### config.mk
export PLATFORM = sky130hd
export DESIGN_NAME = cmns_div
export DESIGN_NICKNAME = d
export VERILOG_FILES = /design/src/hw/rtl/cmns_pkg.sv /design/src/hw/rtl/cmns_div.sv
export SDC_FILE = /design/constraint.sdc
export NUM_CORES = 1
export LEC_CHECK = 0
export ABC_AREA = 1
export BUFFER_PORTS_ARGS = -buffer_cell sky130_fd_sc_hd__clkbuf_2
export CAP_MARGIN = 20
export CORE_UTILIZATION = 50
export CTS_BUF_LIST = sky130_fd_sc_hd__clkbuf_4 sky130_fd_sc_hd__clkbuf_8
export CTS_CLUSTER_SIZE = 28
export DETAILED_ROUTE_END_ITERATION = 8
export HOLD_SLACK_MARGIN = 0.05
export PLACE_DENSITY = 0.67
export SYNTH_ARGS = -nofsm -noshare
export SYNTH_HDL_FRONTEND = slang
export SYNTH_SLANG_ARGS = --single-unit
### constraint.sdc
create_clock -name clk -period 5.33 [get_ports clk]
set_input_delay 0.2665 -clock clk [delete_from_list [all_inputs] [get_ports clk]]
set_output_delay 0.2665 -clock clk [all_outputs]
set_load 0.03 [all_outputs]
### src/hw/rtl/cmns_pkg.sv
// ----------------------------------------------------------------------------
// cmns_pkg: shared types and constants of the cube map nearest sampler
// Field layouts of request and response transfers, register indexes,
// face codes, divider transfers, sequencer states and the size clamp.
// ----------------------------------------------------------------------------
package cmns_pkg;

	localparam int MAX_FACE_DIM = 128;
	localparam int FACE_COUNT   = 6;

	localparam int COORD_W = $clog2(MAX_FACE_DIM);
	localparam int SIZE_W  = $clog2(MAX_FACE_DIM + 1);
	localparam int FACE_W  = 3;
	localparam int COLOR_W = 8;
	localparam int TEXEL_W = 3 * COLOR_W;
	localparam int DIR_W   = 16;
	localparam int COMP_W  = DIR_W + 1;
	localparam int MAJ_W   = DIR_W;
	localparam int BASE_W  = MAJ_W + 1;
	localparam int DEN_W   = MAJ_W + 1;
	localparam int PROD_W  = BASE_W + SIZE_W;
	localparam int QUOT_W  = SIZE_W;

	// quotient-bit steps of the coordinate unit and its step counter
	localparam int DIV_STEPS = QUOT_W;
	localparam int DIV_CNT_W = $clog2(DIV_STEPS);

	localparam int STORE_DEPTH  = FACE_COUNT * MAX_FACE_DIM * MAX_FACE_DIM;
	localparam int STORE_ADDR_W = $clog2(STORE_DEPTH);

	localparam int CFG_W     = 8;
	localparam int CFG_IDX_W = 1;
	localparam logic [CFG_IDX_W-1:0] REG_FACE_WIDTH  = 1'd0;
	localparam logic [CFG_IDX_W-1:0] REG_FACE_HEIGHT = 1'd1;
	localparam logic [CFG_W-1:0]     CFG_SIZE_RESET  = 8'd128;

	localparam logic ACT_WRITE  = 1'b0;
	localparam logic ACT_SAMPLE = 1'b1;

	localparam logic [FACE_W-1:0] FACE_PX = 3'd0;
	localparam logic [FACE_W-1:0] FACE_NX = 3'd1;
	localparam logic [FACE_W-1:0] FACE_NY = 3'd2;
	localparam logic [FACE_W-1:0] FACE_PY = 3'd3;
	localparam logic [FACE_W-1:0] FACE_PZ = 3'd4;
	localparam logic [FACE_W-1:0] FACE_NZ = 3'd5;

	typedef struct packed {
		logic                     action;
		logic [FACE_W-1:0]        face_sel;
		logic [COORD_W-1:0]       texel_col;
		logic [COORD_W-1:0]       texel_row;
		logic [COLOR_W-1:0]       in_red;
		logic [COLOR_W-1:0]       in_green;
		logic [COLOR_W-1:0]       in_blue;
		logic signed [DIR_W-1:0]  dir_x;
		logic signed [DIR_W-1:0]  dir_y;
		logic signed [DIR_W-1:0]  dir_z;
	} req_item_t;

	typedef struct packed {
		logic [COLOR_W-1:0] out_red;
		logic [COLOR_W-1:0] out_green;
		logic [COLOR_W-1:0] out_blue;
		logic [FACE_W-1:0]  face_hit;
		logic [COORD_W-1:0] hit_col;
		logic [COORD_W-1:0] hit_row;
		logic               zero_direction;
	} rsp_item_t;

	// divider launch and its answer
	typedef struct packed {
		logic              start;
		logic [BASE_W-1:0] base;
		logic [MAJ_W-1:0]  major;
		logic [SIZE_W-1:0] size;
	} div_req_t;

	typedef struct packed {
		logic               done;
		logic [COORD_W-1:0] coord;
	} div_rsp_t;

	typedef enum logic [2:0] {
		ST_IDLE,
		ST_SETUP,
		ST_LAUNCH_U,
		ST_WAIT_U,
		ST_LAUNCH_V,
		ST_WAIT_V,
		ST_READ,
		ST_FINISH
	} seq_state_t;

	// zero reads as one, anything above the largest face as the largest face
	function automatic logic [SIZE_W-1:0] eff_size(input logic [CFG_W-1:0] r);
		logic [SIZE_W-1:0] s;
		if (r == '0) begin
			s = SIZE_W'(1);
		end else if (CFG_W'(r) > CFG_W'(MAX_FACE_DIM)) begin
			s = SIZE_W'(MAX_FACE_DIM);
		end else begin
			s = SIZE_W'(r);
		end
		return s;
	endfunction

endpackage

### src/hw/rtl/cmns_div.sv
// ----------------------------------------------------------------------------
// cmns_div: shared texel coordinate unit
// Computes floor(base * size / (2 * major)), wrapping a result equal to size
// to zero: a multiply, then one restoring quotient bit per cycle.
// ----------------------------------------------------------------------------
module cmns_div import cmns_pkg::*; (
	input  logic     clk,
	input  logic     arst_n,
	input  div_req_t req,
	output div_rsp_t rsp
);

	logic                 mul_q;
	logic                 run_q;
	logic                 done_q;
	logic [DIV_CNT_W-1:0] cnt_q;
	logic [BASE_W-1:0]    base_q;
	logic [SIZE_W-1:0]    size_q;
	logic [DEN_W-1:0]     den_q;
	logic [DEN_W-1:0]     rem_q;
	logic [QUOT_W-1:0]    lo_q;
	logic [QUOT_W-1:0]    quot_q;

	logic [PROD_W-1:0] prod;
	logic [DEN_W:0]    trial;
	logic              fits;
	logic [DEN_W-1:0]  rem_next;

	assign prod     = PROD_W'(base_q) * PROD_W'(size_q);
	assign trial    = {rem_q, lo_q[QUOT_W-1]};
	assign fits     = trial >= {1'b0, den_q};
	assign rem_next = fits ? DEN_W'(trial - {1'b0, den_q}) : trial[DEN_W-1:0];

	always_ff @(posedge clk or negedge arst_n) begin
		if (!arst_n) begin
			mul_q  <= 1'b0;
			run_q  <= 1'b0;
			done_q <= 1'b0;
			cnt_q  <= '0;
		end else begin
			done_q <= 1'b0;
			mul_q  <= req.start;
			if (mul_q) begin
				run_q <= 1'b1;
				cnt_q <= '0;
			end else if (run_q) begin
				cnt_q <= cnt_q + 1'b1;
				if (cnt_q == DIV_CNT_W'(DIV_STEPS - 1)) begin
					run_q  <= 1'b0;
					done_q <= 1'b1;
				end
			end
		end
	end

	always_ff @(posedge clk) begin
		if (req.start) begin
			base_q <= req.base;
			size_q <= req.size;
			den_q  <= {req.major, 1'b0};
		end
		// high part of the product is already below the divisor
		if (mul_q) begin
			rem_q <= prod[PROD_W-1:QUOT_W];
			lo_q  <= prod[QUOT_W-1:0];
		end else if (run_q) begin
			rem_q  <= rem_next;
			lo_q   <= {lo_q[QUOT_W-2:0], 1'b0};
			quot_q <= {quot_q[QUOT_W-2:0], fits};
		end
	end

	assign rsp.done  = done_q;
	assign rsp.coord = (quot_q == QUOT_W'(size_q)) ? '0 : quot_q[COORD_W-1:0];

endmodule

==> impl_metrics.yaml <==
synth:
  ys_types: 36
  syn_inst: 1205
  synthTopCellsByArea: "edfxtp_1 24%, fa_1 20%, nand2_1 15%"
  ys_seq_area_frac: 0.261
  synth_common_cells: "361 x nand2_1, 328 x inv_1, 91 x fa_1"
  synth_edf_count: 74
  synthArstFlopShare: 0.0750
  yosysTopAreaCell: "edfxtp_1"
  synth_top_area_frac: 0.244
  synth_ff_type: "edfxtp_1"
  yosysMostFrequentCell: "nand2_1"
  syn_area_per_cell_um2: 7.56
  synth_area_um2: 9110
  synth_fp_nets: 1403
  yosysWarnings: 0
  synth_seq_cells: 80
global_route:
  gr-usage-met3: 0.0396
  gr-usage-met2: 0.399
  grt_pass1_vias: 7187
  busiest_layer: "met2"
  grt_overflow_total: 0
  grt_pass1_wl_mm: 32.8
  use_met1: 0.285
  grt_max_degree: 43
  track_usage: 0.227
  antenna_found_initial: 0
clock_tree:
  cts.reportedPaths.clkPinSlew_ns: 0.09
  htreeDepth: 3
  cts_tree: "built"
  clkLatencyLatePin_ns: 0.39
  post_cts_resized: 0
  cts-root-buf: "clkbuf_8"
  clock-sinks: 80
  cts_buffer_depth: 2
  numCtsBuffers: 9
sta:
  rsz0062_at_grt: "false"
  worst_slew_pin_slew_ns: 0.991
  skew_ns: 0.0136
  setup_viol: 0
  maxSlewViolCount: 0
  fmax_mhz: 204
  slew_headroom: 0.338
  period_share: 0.921
  min_period_ns: 4.91
  hold_violations: 0
  final.setup.tns_ns: 0
routing:
  wirelength_mm: 19.4
  viasPerCell: 4.73
  antenna_left: 0
  drt_iter0_markers: 264
  vias: 7038
  routedWlPerCell_um: 13.0
  drc: 0
  first_pass_iters: 5
critical_path:
  worstPathCellList: "nand2_1, inv_1, fa_1, fa_1, fa_1, inv_1, fa_1, inv_1, ha_1, nand2_1, inv_1, nand2_1, nor3_1, nand3_1, nand3_1, nand2_1, nand3_1, nand2_1"
  critPathSlowestCell: "edfxtp_1"
  critPathLaunchType: "flop"
  cp_top_family: "adder cells"
  cp_slowest_stage_delay_ns: 0.81
  crit_arrival_ns: 5.04
  reg2reg_depth: 18
  path_buf_inv: 4
  setup.worst_path.end_class: "flop"
  r2r_slack_ns: 0.42
  rr_startpoint: "size_q[6]"
  crit_required_ns: 5.46
  r2r-end: "rem_q[13]"
  crit_fanout: 18
  critPathKind: "reg -> reg"
  cpMostUsedCell: "nand2_1"
placed_design:
  dp_hpwl_mm: 15.1
  numPortBuffers: 51
  placed_cell_area_um2: 9470
  gp_congestion: 0.890
worst_hold_path:
  min_to: "den_q[4]"
  holdPathStages: 1
  min_from: "req[11]"
  hp-class: "in -> reg"
power_and_ir_drop:
  powerDensity_nw_per_um2: 540
  total_power_uw: 5420
  leakagePower_uw: 0.00586
  ir_drop_v: 0.000321
final_layout:
  drive_above_1_share: 0.0688
  nFillCells: 1652
  design_area_um2: 10000
  nets: 1458
  n_antenna_cell: 0
  area_growth_pct: 10.1
die:
  start_util: 0.519
  dieArea_um2: 18800
  dieWidth_um: 137
  die_y_um: 137
  fp.coreArea_um2: 17500
  num_rows: 48
  ioPinCount: 52
run_status:
  status: "complete, no violations"
job:
  maxCapViolCount: 0
layer usage:
layer / vias up / part of all wire
li1: 3667 / -
met1: 3201 / 0.46
met2: 145 / 0.48
met3: 25 / 0.047
met4: 0 / 0.018
met5: - / 0
area by class of cell:
class	count	area, um2	share of cell area
tap	225	282	0.0281
multi-input combinational	750	5300	0.529
clock inverter	5	81.3	0.00811
clock buffer	10	131	0.0131
timing repair buffer	87	611	0.0609
sequential	80	2370	0.237
inverter	332	1250	0.124
state kept, by name, indices dropped and copies added, names as in the netlist:
register and cells:
size_q 8, quot_q 8, base_q 17, den_q 16
rem_q 17, done_q 1, run_q 1, mul_q 1
cnt_q 3, lo_q 8
metrics by stage:
stage          utilization  std cells  hold slack [ns]  setup WS (ns)
2_1_floorplan            -       1205          -0.0291          0.877
3_3_place_gp         0.540       1440           0.0980          0.514
3_5_place_dp         0.540       1440            0.103          0.485
4_1_cts              0.570       1486           0.0504          0.444
5_1_grt              0.572       1489           0.0517          0.128
6_report             0.572       1489           0.0658          0.421
power by group:
part           internal (uW)  switching (uW)  total, uW
clock network            267             244        512
registers                901             129       1030
logic                   1440            2430       3870
total                   2610            2800       5420
cell families (layout without fill, tap and decap cells):
| group | Yosys count | in the layout | synth area share |
|---|---|---|---|
| compound gates | 59 | 59 | 0.0345 |
| xor+xnor | 20 | 20 | 0.0192 |
| fa+ha+maj | 154 | 154 | 0.287 |
| buf+inv | 375 | 434 | 0.157 |
| flops | 80 | 80 | 0.261 |
| simple gates | 517 | 517 | 0.242 |
worst max path at each step:
stage | startpoint | to | slack, ns | cells past startpoint
6_report | size_q[6] | rem_q[13] | 0.42 | 18
5_1_grt | size_q[6] | rem_q[6] | 0.13 | 17
3_3_place_gp | size_q[6] | rem_q[13] | 0.51 | 18
2_1_floorplan | size_q[7] | rem_q[12] | 0.88 | 22
3_5_place_dp | size_q[6] | rem_q[13] | 0.48 | 18
4_1_cts | size_q[6] | rem_q[13] | 0.44 | 18
cells in the final DEF (no fill, tap or decap), types with 3 or more instances in the layout:
cell type        n
dlygate4sd3_1   34
a21oi_1         34
inv_1          328
edfxtp_1        74
nand3b_1        20
nor2_1          54
nand4_1         12
xor2_1           3
nand2_2          4
nor2_2           3
inv_2            4
xnor2_1         17
clkbuf_8         9
o21ai_0         18
nor3_1           5
clkbuf_2        51
nand3_1         48
nand2_1        361
dfrtp_1          6
and2_1           3
ha_1            63
fa_1            91
what timing repair did:
action,CTS,global route
setup buffers,0,0
hold buffers,31,3
endpoints found under the hold margin,36,3
No activity file was read; power rests on OpenSTA's default activity.
